### src/sv/postfix_stack_evaluator_core_macros.svh
// Assertion macros for the postfix evaluator
`ifndef POSTFIX_STACK_EVALUATOR_CORE_MACROS_SVH
`define POSTFIX_STACK_EVALUATOR_CORE_MACROS_SVH
`ifndef SYNTHESIS
`define PSE_ASSERT_IMP(label, clk, rst_n, a, c) \
  label: assert property (@(posedge clk) disable iff (!rst_n) (a) |-> (c)) \
    else $error("assertion failed");
`define PSE_ASSERT_NXT(label, clk, rst_n, a, c) \
  label: assert property (@(posedge clk) disable iff (!rst_n) (a) |=> (c)) \
    else $error("assertion failed");
`else
`define PSE_ASSERT_IMP(label, clk, rst_n, a, c)
`define PSE_ASSERT_NXT(label, clk, rst_n, a, c)
`endif
`endif

### src/sv/pse_pkg.sv
`timescale 1ns / 1ps
package pse_pkg;
  localparam logic [7:0] SYM_POW = 8'h5E;
  localparam logic [7:0] SYM_MUL = 8'h2A;
  localparam logic [7:0] SYM_DIV = 8'h2F;
  localparam logic [7:0] SYM_MOD = 8'h25;
  localparam logic [7:0] SYM_SUB = 8'h2D;
  localparam logic [7:0] SYM_ADD = 8'h2B;
  localparam logic [7:0] SYM_ZERO = 8'h30;
  localparam logic [7:0] SYM_NINE = 8'h39;

  localparam logic [1:0] ST_OK = 2'd0;
  localparam logic [1:0] ST_EMPTY = 2'd1;
  localparam logic [1:0] ST_MATH = 2'd2;
  localparam logic [1:0] ST_OVERFLOW = 2'd3;

  typedef enum logic [2:0] {
    OP_NONE, OP_POW, OP_MUL, OP_DIV, OP_MOD, OP_SUB, OP_ADD
  } op_t;

  typedef enum logic [2:0] {
    S_IDLE, S_READ, S_EXEC, S_WAIT, S_FIN, S_OUT
  } state_t;

  // controller -> datapath
  typedef struct packed {
    logic       capture;   // latch incoming request
    logic       rd_start;  // read top two entries
    logic       exec;      // launch arithmetic
    logic       finish;    // apply result / push / emit
  } cmd_t;

  // datapath -> controller
  typedef struct packed {
    logic is_digit;
    logic is_op;
    logic can_op;
    logic multi;   // operation uses the iterative unit
    logic done;    // iterative unit finished
    logic last;
  } sts_t;
endpackage

### src/sv/pse_ctrl.sv
`timescale 1ns / 1ps
module pse_ctrl (
  input  logic            clk,
  input  logic            rst_n,
  input  logic            in_valid,
  output logic            in_stall,
  output logic            out_valid,
  input  logic            out_stall,
  input  pse_pkg::sts_t   sts,
  output pse_pkg::cmd_t   cmd
);
  import pse_pkg::*;

  state_t state_r, state_nxt;

  always_ff @(posedge clk) begin
    if (!rst_n) state_r <= S_IDLE;
    else state_r <= state_nxt;
  end

  // next state and commands
  always_comb begin
    state_nxt = state_r;
    cmd = '0;
    in_stall = 1'b1;
    out_valid = 1'b0;
    unique case (state_r)
      S_IDLE: begin
        in_stall = 1'b0;
        if (in_valid) begin
          cmd.capture = 1'b1;
          state_nxt = S_READ;
        end
      end
      S_READ: begin
        // top two entries are always fetched; the top also feeds the result
        cmd.rd_start = 1'b1;
        if (sts.is_op && sts.can_op) begin
          state_nxt = S_EXEC;
        end else begin
          state_nxt = S_FIN;
        end
      end
      S_EXEC: begin
        cmd.exec = 1'b1;
        state_nxt = sts.multi ? S_WAIT : S_FIN;
      end
      S_WAIT: if (sts.done) state_nxt = S_FIN;
      S_FIN: begin
        cmd.finish = 1'b1;
        state_nxt = sts.last ? S_OUT : S_IDLE;
      end
      S_OUT: begin
        out_valid = 1'b1;
        if (!out_stall) state_nxt = S_IDLE;
      end
      default: state_nxt = S_IDLE;
    endcase
  end
endmodule

### config.mk
export PLATFORM = sky130hd
export DESIGN_NAME = pse_ctrl
export DESIGN_NICKNAME = d
export VERILOG_FILES = /design/src/sv/postfix_stack_evaluator_core_macros.svh /design/src/sv/pse_pkg.sv /design/src/sv/pse_ctrl.sv
export SDC_FILE = /design/constraint.sdc
export NUM_CORES = 1
export LEC_CHECK = 0
export ABC_AREA = 1
export BUFFER_PORTS_ARGS = -buffer_cell sky130_fd_sc_hd__buf_2
export CELL_PAD_IN_SITES_DETAIL_PLACEMENT = 1
export CELL_PAD_IN_SITES_GLOBAL_PLACEMENT = 2
export CORE_MARGIN = 1
export CORE_UTILIZATION = 16
export DETAILED_ROUTE_END_ITERATION = 8
export HOLD_SLACK_MARGIN = 0.02
export PLACE_DENSITY_LB_ADDON = 0.1
export SLEW_MARGIN = 15
export SYNTH_ARGS = -nofsm -noshare
export SYNTH_HDL_FRONTEND = slang
export SYNTH_SLANG_ARGS = --single-unit
### constraint.sdc
create_clock -name clk -period 1.1 [get_ports clk]
set_input_delay 0.22 -clock clk [delete_from_list [all_inputs] [get_ports clk]]
set_output_delay 0.22 -clock clk [all_outputs]
set_load 0.005 [all_outputs]
==> results.ini, run 1 <==
[setup_path]
cp_slowest_cell = dfxtp_4
startpoint_type = flop
required_ps = 880
crit_start = state_r[0]
worstSetupPathType = flop to primary output
r2r_start = state_r[2]
max_stage_delay_ps = 360
arrival_ps = 970
path_cells = nor2_4 > nand2_2 > nor2_2 > buf_2
cp-endpoint = cmd[3]
reg2reg_to = state_r[2]
ff2ff_setup_slack_ps = -30
cp_max_fo = 7
crit_path_end_kind = primary output
reg2reg_depth = 7

[pwr]
p_per_area_mw_per_mm2 = 1310
irDropWorstVdd_uv = 506
leakagePower_nw = 0.240

[timing]
hold_violations = 0
fin_skew_ps = 3.17
period_share_pct = 108
relSlewSlack_pct = 88.4
hold_ws_ps = 217
finalSetupViolCount = 7
rsz0062_at_grt = yes
finalMaxSlewViolations = 0
worst_pin_slew_ps = 173
tns_ps = -339
setup_slack_ps = -93.2
fmax_mhz = 838
layout_min_cycle_time_ps = 1190

[global_routing]
antenna_found_initial = 0
grtUsageTotal_pct = 12.7
grt_max_degree = 8
grt_overflow_total = 0
grt_pass1_wl_um = 1410
grt_pass1_vias = 356

[synthesis]
ys_warn_count = 0
synthDistinctLibCells = 12
synth_area_um2 = 235
synth_seq_area_share_pct = 25.5
synth_nets = 50
syn_avg_cell_area_um2 = 5.88
ys_seq_elements = 3
netlist_instances = 40

[routing]
via_count = 353
ant_nets = 0
drt-total-wl_um = 873
drc_errors = 0
firstDrtPassIters = 1
drt_iter0_drc = 0
wl_per_cell_um = 10.9
viasPerCell = 4.41

[finish]
mostFrequentLayoutCell = buf_2
largest_reg_flops = 3
top_register = state_r
reg.largest.list = state_r (3)
final_cell_mix = 14 x buf_2, 7 x nand3_1, 6 x inv_1, 6 x buf_4
num-nets-final = 76
area_delta_synth_final_pct = 88.3
drive_gt1_share_pct = 55.4
diodes = 0
final-instance-count-excl-fill = 80

[placed_design]
io_buffers = 14
place_congestion = 0.720
dp.cells = 70
hpwl_um = 645

[clock_network]
cts_buffer_depth = 2
cts.sinks = 3
clk_pin_slew_ps = 40
cts_hold_buf = 0
numCtsBuffers = 3
cts_tree = done
clock_latency_ps = 240
h-tree-depth = 1
root_buffer = clkbuf_4

[outcome]
status = complete, but fails checks
violations = setup timing

[die]
num_rows = 13
coreArea_mm2 = 0.00133
dieArea_mm2 = 0.00163
die_w_um = 40.3
start_util_pct = 17.6
ios = 16
die_y_um = 40.3

[flow_run]
max_cap_viol_count = 0

[hold_path]
worstHoldPathType = input port to flop

[kinds of logic after synthesis]
kind of cell	count (synthesis)	synth area share, %
AND/OR/NAND/NOR	22	42.5
AO/OA/AOI/OAI	6	14.4
flip-flops	3	25.5
buffers and inverters	9	17.6
[worst max-delay path, delay by kind of cell (launching register included)]
| kind | cells | cell delay [ps] |
|---|---|---|
| simple gates | 3 | 260 |
| flops | 1 | 360 |
| buf+inv | 1 | 110 |
[per-stage QoR]
step	worst slack [ps]	power, mW	util, %	cell area, um^2
after CTS	-112	0.575	31.5	420
final	-93.2	0.581	33.2	443
after global placement	-1.46	0.300	24.6	328
after floorplan	108	0.245	-	235
after detailed placement	-13.1	0.303	24.6	328
after global routing	-165	0.626	33.2	443
[Yosys cell counts]
cell type / number / area [um^2]
dfxtp_1: 3 / 60.1
o21ai_0: 4 / 20.0
a21oi_1: 1 / 5.00
a21oi_2: 1 / 8.76
nand2_1: 4 / 15.0
inv_1: 7 / 26.3
nor3_1: 3 / 15.0
buf_6: 1 / 11.3
inv_2: 1 / 3.75
nand3_1: 7 / 35.0
nand4_1: 2 / 12.5
nor2_1: 6 / 22.5
[final cells by class]
| cell class | count | area (um^2) |
|---|---|---|
| inverters | 8 | 35.0 |
| multi-input cells | 28 | 154 |
| well taps | 15 | 18.8 |
| repair buffers | 22 | 138 |
| clock buffers | 4 | 26.3 |
| fillers | 190 | 891 |
| flip-flops and latches | 3 | 71.3 |
[routing by layer]
layer  track usage, %  share of wire, %  up-vias
li1                 -                 -      183
met1             15.2                42      159
met2             22.2                52       11
met3             5.56               6.4        0
met4                0                 0        0
met5                0                 0        -
[what timing repair did]
action | 4_1_cts | 5_1_grt
buffers inserted | 5 | 1
gates resized for setup | 12 | 6
setup endpoints to repair | 7 | 9
pin swaps | 3 | 5
[power by group]
group | switching, mW | total (mW) | internal [mW] | leakage, nW
clock network | 0.0605 | 0.197 | 0.136 | 0.0150
registers | 0.0266 | 0.151 | 0.125 | 0.0267
logic | 0.108 | 0.232 | 0.125 | 0.198
total | 0.195 | 0.581 | 0.385 | 0.240
[how the worst min path moves through the flow]
stage,start,end,slack [ps],cells after the start
floorplan,rst_n,state_r[1],340,2
global route,rst_n,state_r[1],250,3
global placement,rst_n,state_r[1],450,3
detailed placement,rst_n,state_r[1],460,3
CTS,rst_n,state_r[1],220,3
finish,rst_n,state_r[1],220,3
(Power assumes the default switching activity.)
==> inputs of run 2 (changes only) <==
--- a/config.mk
+++ b/config.mk
@@ -13,2 +13,3 @@
 export CORE_UTILIZATION = 16
+export CTS_BUF_LIST = sky130_fd_sc_hd__clkbuf_16
 export DETAILED_ROUTE_END_ITERATION = 8
==> constraint.sdc (replaced) <==
create_clock -name clk -period 1.1 [get_ports clk]
set_input_delay 0.165 -clock clk [delete_from_list [all_inputs] [get_ports clk]]
set_output_delay 0.165 -clock clk [all_outputs]
set_load 0.005 [all_outputs]
==> run 2 against run 1 <==
  * Cell area up 4.0%
  * Highest routed layer unchanged
  * The flow still finishes with violations (setup timing)
  * Critical endpoint unchanged
  * Register-to-register slack improved by 90 ps
  * First-iteration DRC count up 1
==> results.ini, run 2 (same netlist as run 1, synthesis figures left out) <==
[outcome]
status = complete, but fails checks
violations = setup timing

[routing]
drt-total-wl_um = 811
drt_iter0_drc = 1
drc_errors = 0
firstDrtPassIters = 2
via_count = 346
wl_per_cell_um = 10.7
viasPerCell = 4.55
ant_nets = 0

[global_routing]
grtUsageTotal_pct = 12.7
grt_pass1_wl_um = 1370
grt_pass1_vias = 349
grt_max_degree = 8
antenna_found_initial = 0
grt_overflow_total = 0

[pwr]
irDropWorstVdd_uv = 769
leakagePower_nw = 0.251
p_total_mw = 0.912
p_per_area_mw_per_mm2 = 1980

[setup_path]
path_cells = nor2_4 > nand2_2 > nor2_2 > buf_2
cp_max_fo = 7
required_ps = 940
startpoint_type = flop
cp_slowest_cell = dfxtp_4
crit_path_end_kind = primary output
cp_top_family = flip-flops
arrival_ps = 960
worstSetupPathType = flop to primary output
crit_buf_inv = 1
max_stage_delay_ps = 360

[timing]
fin_skew_ps = 1.24
setup_slack_ps = -24.0
rsz0062_at_grt = yes
relSlewSlack_pct = 87.9
fmax_mhz = 890
worst_pin_slew_ps = 180
finalMaxSlewViolations = 0
tns_ps = -24.0
period_share_pct = 102
hold_violations = 0
hold_ws_ps = 156
finalSetupViolCount = 1
layout_min_cycle_time_ps = 1120

[finish]
num-nets-final = 72
final_cell_mix = 14 x buf_2, 7 x inv_1, 6 x nand3_1
largest_reg_flops = 3
multi_input_area_um2 = 159
reg.largest.list = state_r (3)
mostFrequentLayoutCell = buf_2
fillerInstances = 190
area_delta_synth_final_pct = 95.7
ff_latch_area_um2 = 71.3
diodes = 0
top_register = state_r
drive_gt1_share_pct = 54.1

[flow_run]
max_cap_viol_count = 0

[clock_network]
clock_latency_ps = 220
h-tree-depth = 1
cts_tree = done
clk_pin_slew_ps = 30
root_buffer = clkbuf_16
cts_buffer_depth = 2
numCtsBuffers = 3
cts.sinks = 3

[die]
coreArea_mm2 = 0.00133
start_util_pct = 17.6
ios = 16
die_w_um = 40.3
num_rows = 13
dieArea_mm2 = 0.00163
die_y_um = 40.3

[placed_design]
place_ws_ps = -8.22
hpwl_um = 645
place_congestion = 0.720
io_buffers = 14

[hold_path]
worstHoldPathType = input port to flop

run 2: cell count changes in the layout (fill, tap and decap cells not counted), sizes merged:
cell    delta
inv        +1
buf        -4
clkbuf     -1
run 2: layer usage:
metal | global-route usage [%] | wire length (um) | part of all wire [%] | vias to the layer above
met5 | 0 | 0 | 0 | -
met4 | 2.50 | 0 | 0 | 0
met3 | 7.22 | 59 | 7.3 | 0
met2 | 22.2 | 409 | 50 | 11
met1 | 13.2 | 343 | 42 | 162
li1 | - | - | - | 173
run 2: power by group:
| group | switching [mW] | leakage [nW] | internal [mW] |
|---|---|---|---|
| Clock | 0.0916 | 0.0423 | 0.468 |
| Sequential | 0.0274 | 0.0267 | 0.125 |
| Combinational | 0.101 | 0.182 | 0.0987 |
run 2: final cells by class:
class / count / share of cell area [%]
well taps: 15 / 4.08
inverters: 8 / 7.07
flip-flops and latches: 3 / 15.5
multi-input cells: 28 / 34.5
repair buffers: 18 / 21.7
clock inverters: 1 / 0.815
clock buffers: 3 / 16.3
run 2: path summary, 6_finish.rpt:
check | slack (ps) | endpoint | from | depth (start not counted)
setup / recovery | -20 | cmd[3] | state_r[0] | 4
hold / removal | 160 | state_r[1] | rst_n | 3
setup reg to reg | 60 | state_r[0] | state_r[0] | 6
hold reg to reg | 670 | state_r[0] | state_r[2] | 4
run 2: worst register-to-register path, cell delays in order (launching register included):
cell and delay, ps:
dfxtp_4 380, nor2_4 50, buf_4 130, nand3_1 80
nand3_1 100, a21oi_1 140, nor2_1 50
run 2: repair_timing:
action / in CTS / in global routing
gates resized for setup: 11 / 5
endpoints found under the setup margin: 7 / 6
endpoints found under the hold margin: 0 / 0
pin swaps: 2 / 3
hold buffers: 0 / 0
setup buffers: 2 / 0
run 2: per-stage QoR:
| step | cells | utilization, % | instance area (um^2) |
|---|---|---|---|
| after global routing | 76 | 34.5 | 460 |
| after detailed placement | 70 | 24.6 | 328 |
| after CTS | 76 | 33.4 | 445 |
| after global placement | 70 | 24.6 | 328 |
| final | 76 | 34.5 | 460 |
| after floorplan | 40 | - | 235 |
