`src/sv/postfix_stack_evaluator_core_macros.svh`:
```
// Assertion macros for the postfix evaluator
`ifndef POSTFIX_STACK_EVALUATOR_CORE_MACROS_SVH
`define POSTFIX_STACK_EVALUATOR_CORE_MACROS_SVH
`ifndef SYNTHESIS
`define PSE_ASSERT_IMP(label, clk, rst_n, a, c) \
  label: assert property (@(posedge clk) disable iff (!rst_n) (a) |-> (c)) \
    else $error("assertion failed");
`define PSE_ASSERT_NXT(label, clk, rst_n, a, c) \
  label: assert property (@(posedge clk) disable iff (!rst_n) (a) |=> (c)) \
    else $error("assertion failed");
`else
`define PSE_ASSERT_IMP(label, clk, rst_n, a, c)
`define PSE_ASSERT_NXT(label, clk, rst_n, a, c)
`endif
`endif

```
`src/sv/pse_pkg.sv`:
```
`timescale 1ns / 1ps
package pse_pkg;
  localparam logic [7:0] SYM_POW = 8'h5E;
  localparam logic [7:0] SYM_MUL = 8'h2A;
  localparam logic [7:0] SYM_DIV = 8'h2F;
  localparam logic [7:0] SYM_MOD = 8'h25;
  localparam logic [7:0] SYM_SUB = 8'h2D;
  localparam logic [7:0] SYM_ADD = 8'h2B;
  localparam logic [7:0] SYM_ZERO = 8'h30;
  localparam logic [7:0] SYM_NINE = 8'h39;

  localparam logic [1:0] ST_OK = 2'd0;
  localparam logic [1:0] ST_EMPTY = 2'd1;
  localparam logic [1:0] ST_MATH = 2'd2;
  localparam logic [1:0] ST_OVERFLOW = 2'd3;

  typedef enum logic [2:0] {
    OP_NONE, OP_POW, OP_MUL, OP_DIV, OP_MOD, OP_SUB, OP_ADD
  } op_t;

  typedef enum logic [2:0] {
    S_IDLE, S_READ, S_EXEC, S_WAIT, S_FIN, S_OUT
  } state_t;

  // controller -> datapath
  typedef struct packed {
    logic       capture;   // latch incoming request
    logic       rd_start;  // read top two entries
    logic       exec;      // launch arithmetic
    logic       finish;    // apply result / push / emit
  } cmd_t;

  // datapath -> controller
  typedef struct packed {
    logic is_digit;
    logic is_op;
    logic can_op;
    logic multi;   // operation uses the iterative unit
    logic done;    // iterative unit finished
    logic last;
  } sts_t;
endpackage

```
`src/sv/pse_iter.sv`:
```
`timescale 1ns / 1ps
// Iterative divide (restoring, 1 bit/cycle) and power (square-multiply, 1 bit/cycle)
module pse_iter (
  input  logic        clk,
  input  logic        rst_n,
  input  logic        start,
  input  logic        is_pow,
  input  logic [31:0] x,
  input  logic [31:0] y,
  output logic        done,
  output logic [31:0] quo,
  output logic [31:0] rem,
  output logic [31:0] pw
);
  logic        busy_r, busy_nxt;
  logic [5:0]  cnt_r, cnt_nxt;
  logic        pow_r;
  logic [31:0] a_r, a_nxt;     // dividend shift / base
  logic [31:0] b_r;            // divisor magnitude
  logic [32:0] r_r, r_nxt;     // partial remainder
  logic [31:0] e_r, e_nxt;     // exponent
  logic [31:0] acc_r, acc_nxt;
  logic        xneg_r, yneg_r;
  logic [32:0] trial;
  logic [31:0] q_mag, r_mag;

  always_ff @(posedge clk) begin
    if (!rst_n) begin
      busy_r <= 1'b0;
      cnt_r <= '0;
    end else begin
      busy_r <= busy_nxt;
      cnt_r <= cnt_nxt;
    end
  end

  always_ff @(posedge clk) begin
    if (start) begin
      pow_r <= is_pow;
      xneg_r <= x[31];
      yneg_r <= y[31];
      a_r <= is_pow ? x : (x[31] ? 32'(-x) : x);
      b_r <= y[31] ? 32'(-y) : y;
      r_r <= '0;
      e_r <= y;
      acc_r <= 32'd1;
    end else begin
      a_r <= a_nxt;
      r_r <= r_nxt;
      e_r <= e_nxt;
      acc_r <= acc_nxt;
    end
  end

  // one step per cycle, 32 steps, then one cycle with done
  always_comb begin
    busy_nxt = busy_r;
    cnt_nxt = cnt_r;
    a_nxt = a_r;
    r_nxt = r_r;
    e_nxt = e_r;
    acc_nxt = acc_r;
    trial = {r_r[31:0], a_r[31]} - {1'b0, b_r};
    if (start) begin
      busy_nxt = 1'b1;
      cnt_nxt = '0;
    end else if (busy_r) begin
      if (cnt_r == 6'd32) begin
        busy_nxt = 1'b0;
      end else begin
        if (pow_r) begin
          if (e_r[0]) acc_nxt = acc_r * a_r;
          a_nxt = a_r * a_r;
          e_nxt = e_r >> 1;
        end else begin
          if (!trial[32]) begin
            r_nxt = trial;
            a_nxt = {a_r[30:0], 1'b1};
          end else begin
            r_nxt = {r_r[31:0], a_r[31]};
            a_nxt = {a_r[30:0], 1'b0};
          end
        end
        cnt_nxt = cnt_r + 6'd1;
      end
    end
  end

  assign done = busy_r && (cnt_r == 6'd32);
  assign q_mag = a_r;
  assign r_mag = r_r[31:0];
  assign quo = (xneg_r ^ yneg_r) ? 32'(-q_mag) : q_mag;
  assign rem = xneg_r ? 32'(-r_mag) : r_mag;
  assign pw = acc_r;
endmodule

```
`src/sv/pse_dp.sv`:
```
`timescale 1ns / 1ps
module pse_dp #(
  parameter int STACK_DEPTH = 16
) (
  input  logic          clk,
  input  logic          rst_n,
  input  logic [7:0]    in_symbol,
  input  logic          in_last,
  input  pse_pkg::cmd_t cmd,
  output pse_pkg::sts_t sts,
  output logic [31:0]   out_value,
  output logic [1:0]    out_status
);
  import pse_pkg::*;

  localparam int AW = $clog2(STACK_DEPTH);
  localparam int PW = $clog2(STACK_DEPTH + 1);

  logic [31:0]   mem [STACK_DEPTH];
  logic [PW-1:0] sp_r, sp_nxt;
  logic [1:0]    err_r, err_nxt;
  logic [7:0]    sym_r;
  logic          last_r;
  op_t           op;
  logic [31:0]   x_r, y_r, res_r;
  logic [31:0]   value_r;
  logic [1:0]    status_r;
  logic          merr_r;
  logic          it_start, it_done;
  logic [31:0]   quo, rem, pw;
  logic [AW-1:0] top_idx, sec_idx, wr_idx;
  logic          we;
  logic [31:0]   wdata;
  logic [31:0]   res_c;
  logic          merr_c;
  logic          is_digit;
  logic [PW-1:0] sp_nxt_pre;
  logic [1:0]    err_pre;
  logic [31:0]   wv_top;

  // decode latched symbol
  always_comb begin
    unique case (sym_r)
      SYM_POW: op = OP_POW;
      SYM_MUL: op = OP_MUL;
      SYM_DIV: op = OP_DIV;
      SYM_MOD: op = OP_MOD;
      SYM_SUB: op = OP_SUB;
      SYM_ADD: op = OP_ADD;
      default: op = OP_NONE;
    endcase
  end

  assign is_digit = (sym_r >= SYM_ZERO) && (sym_r <= SYM_NINE);
  assign top_idx = AW'(sp_r - PW'(1));
  assign sec_idx = AW'(sp_r - PW'(2));

  assign sts.is_digit = is_digit;
  assign sts.is_op = (op != OP_NONE) && !is_digit;
  assign sts.can_op = (sp_r >= PW'(2));
  assign sts.multi = (op == OP_POW && !y_r[31]) || ((op == OP_DIV || op == OP_MOD) &&
                     y_r != 32'd0 && !(x_r == 32'h8000_0000 && y_r == 32'hFFFF_FFFF));
  assign sts.done = it_done;
  assign sts.last = last_r;

  always_ff @(posedge clk) begin
    if (cmd.capture) begin
      sym_r <= in_symbol;
      last_r <= in_last;
    end
  end

  // operand reads
  always_ff @(posedge clk) begin
    if (cmd.rd_start) begin
      y_r <= mem[top_idx];
      x_r <= mem[sec_idx];
    end
  end

  // combinational results and special cases
  always_comb begin
    res_c = '0;
    merr_c = 1'b0;
    case (op)
      OP_ADD: res_c = x_r + y_r;
      OP_SUB: res_c = x_r - y_r;
      OP_MUL: res_c = x_r * y_r;
      OP_POW: begin
        if (x_r == 32'd1) res_c = 32'd1;
        else if (x_r == 32'hFFFF_FFFF) res_c = y_r[0] ? 32'hFFFF_FFFF : 32'd1;
        else begin
          res_c = '0;
          // zero to a negative power
          merr_c = y_r[31] && (x_r == 32'd0);
        end
      end
      OP_DIV, OP_MOD: begin
        merr_c = (y_r == 32'd0);
        res_c = (op == OP_DIV && y_r != 32'd0) ? 32'h8000_0000 : 32'd0;
      end
      default: res_c = '0;
    endcase
  end

  assign it_start = cmd.exec && sts.multi;

  pse_iter u_iter (
    .clk(clk), .rst_n(rst_n), .start(it_start), .is_pow(op == OP_POW),
    .x(x_r), .y(y_r), .done(it_done), .quo(quo), .rem(rem), .pw(pw)
  );

  always_ff @(posedge clk) begin
    if (cmd.exec) begin
      res_r <= res_c;
      merr_r <= merr_c;
    end else if (it_done) begin
      res_r <= (op == OP_POW) ? pw : (op == OP_DIV) ? quo : rem;
    end
  end

  // stack write and pointer update
  always_comb begin
    sp_nxt = sp_r;
    err_nxt = err_r;
    we = 1'b0;
    wr_idx = top_idx;
    wdata = res_r;
    if (cmd.finish) begin
      if (is_digit) begin
        if (sp_r < PW'(STACK_DEPTH)) begin
          we = 1'b1;
          wr_idx = AW'(sp_r);
          wdata = {28'd0, 4'(sym_r - SYM_ZERO)};
          sp_nxt = sp_r + PW'(1);
        end else if (err_r == ST_OK) begin
          err_nxt = ST_OVERFLOW;
        end
      end else if (sts.is_op && sts.can_op) begin
        we = 1'b1;
        wr_idx = sec_idx;
        sp_nxt = sp_r - PW'(1);
        if (merr_r && err_r == ST_OK) err_nxt = ST_MATH;
      end
      if (last_r) begin
        sp_nxt = '0;
        err_nxt = ST_OK;
      end
    end
  end

  always_ff @(posedge clk) begin
    if (we) mem[wr_idx] <= wdata;
  end

  always_ff @(posedge clk) begin
    if (!rst_n) begin
      sp_r <= '0;
      err_r <= ST_OK;
    end else begin
      sp_r <= sp_nxt;
      err_r <= err_nxt;
    end
  end

  // state as it stands after this symbol, before the clear
  always_comb begin
    sp_nxt_pre = sp_r;
    err_pre = err_r;
    wv_top = (sp_r == '0) ? 32'd0 : y_r;
    if (is_digit) begin
      if (sp_r < PW'(STACK_DEPTH)) begin
        sp_nxt_pre = sp_r + PW'(1);
        wv_top = {28'd0, 4'(sym_r - SYM_ZERO)};
      end else if (err_r == ST_OK) begin
        err_pre = ST_OVERFLOW;
      end
    end else if (sts.is_op && sts.can_op) begin
      sp_nxt_pre = sp_r - PW'(1);
      wv_top = res_r;
      if (merr_r && err_r == ST_OK) err_pre = ST_MATH;
    end
  end

  // result register, captured when finishing the last symbol
  always_ff @(posedge clk) begin
    if (cmd.finish && last_r) begin
      if (sp_nxt_pre == '0) value_r <= '0;
      else value_r <= wv_top;
      if (err_pre != ST_OK) status_r <= err_pre;
      else if (sp_nxt_pre == '0) status_r <= ST_EMPTY;
      else status_r <= ST_OK;
    end
  end

  assign out_value = value_r;
  assign out_status = status_r;
endmodule

```
`config.mk`:
```
export PLATFORM = sky130hd
export DESIGN_NAME = pse_dp
export DESIGN_NICKNAME = d
export VERILOG_FILES = /design/src/sv/postfix_stack_evaluator_core_macros.svh /design/src/sv/pse_pkg.sv /design/src/sv/pse_iter.sv /design/src/sv/pse_dp.sv
export SDC_FILE = /design/constraint.sdc
export NUM_CORES = 2
export LEC_CHECK = 0
export BUFFER_PORTS_ARGS = -buffer_cell sky130_fd_sc_hd__buf_2
export CORE_AREA = 2 2 488 732
export CTS_BUF_LIST = sky130_fd_sc_hd__clkbuf_4
export CTS_CLUSTER_DIAMETER = 150
export DETAILED_ROUTE_END_ITERATION = 8
export DIE_AREA = 0 0 490 734
export REMOVE_ABC_BUFFERS = 1
export SETUP_SLACK_MARGIN = 0.05
export SYNTH_ARGS = -nofsm -noshare
export SYNTH_HDL_FRONTEND = slang
export SYNTH_SLANG_ARGS = --single-unit
```
`constraint.sdc`:
```
create_clock -name clk -period 23.5 [get_ports clk]
set_clock_uncertainty 0.15 [all_clocks]
set_input_delay 1.175 -clock clk [delete_from_list [all_inputs] [get_ports clk]]
set_output_delay 1.175 -clock clk [all_outputs]
set_load 0.01 [all_outputs]
```
==> results.json <==
{
  "outcome": "finished, final reports clean",
  "clockBufferDepth": 3,
  "drc": 0,
  "synth_cells": 8143,
  "cp-start-kind": "flop",
  "grt_first_pass_wirelength_microns": 407400,
  "yosysSeqAreaShare_pct": 27.42,
  "finalCritPeriodShare_pct": 36.86,
  "antenna_found_initial": 12,
  "nNetsFinal": 9739,
  "critPathRequiredTime_ns": 24.55,
  "reg2reg_slack_ns": 14.84,
  "routed_via_density": 4.740,
  "clock_latency_ns": 1.30,
  "ios": 55,
  "mostFrequentLayoutCell": "inv_1",
  "period_needed_ns": 8.661,
  "setup_tns_ns": 0,
  "postCtsHoldBufs": 11,
  "cts_resized": 0,
  "crit_buf_inv": 8,
  "routed_wl_microns": 268600,
  "postSynthAreaPerCell_sq_um": 10.80,
  "grt.total_usage_pct": 14.89,
  "clock_sinks": 829,
  "synth_edf_count": 751,
  "vias": 61640,
  "cts_setup_buffers": 0,
  "timing.final.hold_violations": 0,
  "max_slew.worst_pin.slew_ns": 1.146,
  "start_util_pct": 24.86,
  "syn_to_final_growth_pct": 9.745,
  "routabilityCongestion": 0.9115,
  "yosysUniqueCellTypes": 78,
  "ant_nets": 0,
  "synth_ff_type": "edfxtp_1",
  "drive_gt1_share_pct": 11.61,
  "setup_violations": 0,
  "reg2reg_from": "u_iter.a_r[2]$_DFFE_PP_",
  "fin_util_pct": 27.28,
  "postLayoutCellArea_sq_mm": 0.09652,
  "die_h_microns": 734,
  "row_count": 268,
  "critical_path.top_delay_family": "adder cells",
  "dp_hpwl_microns": 188800,
  "ys_ff_latch": 829,
  "layout_common_cells": "inv_1 (1434), fa_1 (1185), nand2_1 (918), edfxtp_1 (751), and2_1 (593)",
  "grt.overflow.total": 0,
  "slew_viol_final": 0,
  "ff2ff_path_depth": 28,
  "path_max_fanout": 47,
  "synth-async-reset-ratio_pct": 0,
  "grt_pass1_vias": 65820,
  "grt_max_degree": 113,
  "max_freq_mhz": 115.5,
  "slowest_delay_ns": 0.91,
  "die_w_microns": 490,
  "hold_path_end": "y_r[15]$_DFFE_PP_",
  "startpoint": "u_iter.a_r[2]$_DFFE_PP_",
  "dpl_cell_area_sq_mm": 0.09365,
  "cts-buffers-inserted": 214,
  "clk_pin_slew_ns": 0.07,
  "core_sq_mm": 0.3538,
  "dr.pass1.iters": 6,
  "cts-root-buf": "clkbuf_4",
  "hold_path.startpoint": "cmd[2]",
  "die_area_sq_mm": 0.3597,
  "holdPathStages": 1,
  "h-tree-depth": 4,
  "rsz0062_at_grt": "no",
  "drtIter0Drc": 4389,
  "critical_path_class": "reg2reg",
  "arrival_ns": 9.72,
  "r2r-end": "u_iter.pw[31]$_SDFFE_PP0P_",
  "wire_per_inst_microns": 20.65,
  "cts_tree": "built",
  "crit_path_end_kind": "flop",
  "syn_area_sq_mm": 0.08795,
  "yosysWarnings": 0,
  "maxCapViolations": 0,
  "port_buffers": 54,
  "max_slew_margin_pct": 23.62,
  "cp_slowest_cell": "edfxtp_1",
  "hold_path_class": "in2reg"
}
-- final cells by class --
class                   count  area [sq um]
diodes                     18         45.04
clock buffers             294          2207
clock inverters            98         509.2
fillers                 36900        257200
inverters                1440          5408
multi-input cells        5383         56770
flip-flops and latches    829         24130
well taps                4725          5912
repair buffers            217          1536
-- per-stage QoR --
step / cells / setup WS (ns) / hold slack, ns
finish: 13000 / 14.84 / 0.2377
global route: 13000 / 14.38 / 0.1404
CTS: 12990 / 14.93 / 0.09731
detailed placement: 12580 / 14.96 / 0.3403
global placement: 12580 / 15.03 / 0.3291
floorplan: 7652 / 4.845 / 0.3088
-- registers in the layout, summed over array words and instances (netlist names) --
signal	flops
u_iter.a_r	32
u_iter.cnt_r	6
y_r	32
x_r	32
u_iter.r_r	32
u_iter.pow_r	1
out_value	32
res_r	32
u_iter.busy_r	1
merr_r	1
u_iter.e_r	32
sym_r	8
err_r	2
u_iter.yneg_r	1
mem	512
last_r	1
u_iter.pw	32
out_status	2
u_iter.b_r	32
sp_r	5
u_iter.xneg_r	1
-- worst max-delay path by stage --
stage                                        endpoint  slack, ns  cells after the start
after floorplan           out_value[10]$_SDFFCE_PP0P_       4.85                      5
after detailed placement   u_iter.pw[31]$_SDFFE_PP0P_      14.96                     28
final                      u_iter.pw[31]$_SDFFE_PP0P_      14.84                     28
after global routing       u_iter.pw[30]$_SDFFE_PP0P_      14.38                     27
after global placement     u_iter.pw[31]$_SDFFE_PP0P_      15.03                     28
after CTS                    u_iter.a_r[31]$_DFFE_PP_      14.93                     26
-- cells in the mapped netlist (all sizes together), types with 29 or more instances --
library cell | count | area, sq um
clkbuf | 445 | 1673
dfxtp | 78 | 1562
inv | 1436 | 5390
nor3 | 53 | 265.3
mux2 | 35 | 394.1
mux4 | 320 | 7207
buf | 46 | 196.4
nand3 | 47 | 235.2
a211oi | 61 | 467.9
fa | 1185 | 23720
nor2 | 282 | 1059
ha | 454 | 5680
nor2b | 38 | 237.7
o31ai | 35 | 267.8
nand2 | 921 | 3457
xor2 | 143 | 1252
o21ai | 175 | 879.6
a21oi | 220 | 1101
nand4 | 34 | 212.7
o21a | 29 | 217.7
and2 | 595 | 3722
edfxtp | 751 | 22550
a22oi | 32 | 240.2
xnor2 | 291 | 2549
a21o | 63 | 473.0
nand2b | 41 | 256.5
mux2i | 60 | 600.6
-- kinds of logic (layout without fill, tap and decap cells) --
| family | Yosys count | after routing | share of synthesized area, % |
|---|---|---|---|
| AO/OA/AOI/OAI | 779 | 779 | 5.655 |
| AND/OR/NAND/NOR | 2116 | 2116 | 11.58 |
| multiplexers | 415 | 415 | 9.326 |
| buffers and inverters | 1931 | 2049 | 8.271 |
| XOR/XNOR | 434 | 434 | 4.322 |
| flip-flops | 829 | 829 | 27.42 |
| other | 0 | 18 | 0 |
| adder cells (fa/ha/maj) | 1639 | 1639 | 33.43 |
-- per-layer routing --
layer	vias up	track usage, %	part of all wire (%)	wire length [microns]
met5	-	0	0.0089	24
met4	4	8.082	5.9	15780
met3	828	2.369	6.5	17360
met2	2528	26.92	52	138600
met1	31810	16.63	36	96770
li1	26470	-	-	-
Power is not shown: default switching activity piles up to over one toggle a cycle in this logic, so the estimate is an artifact.
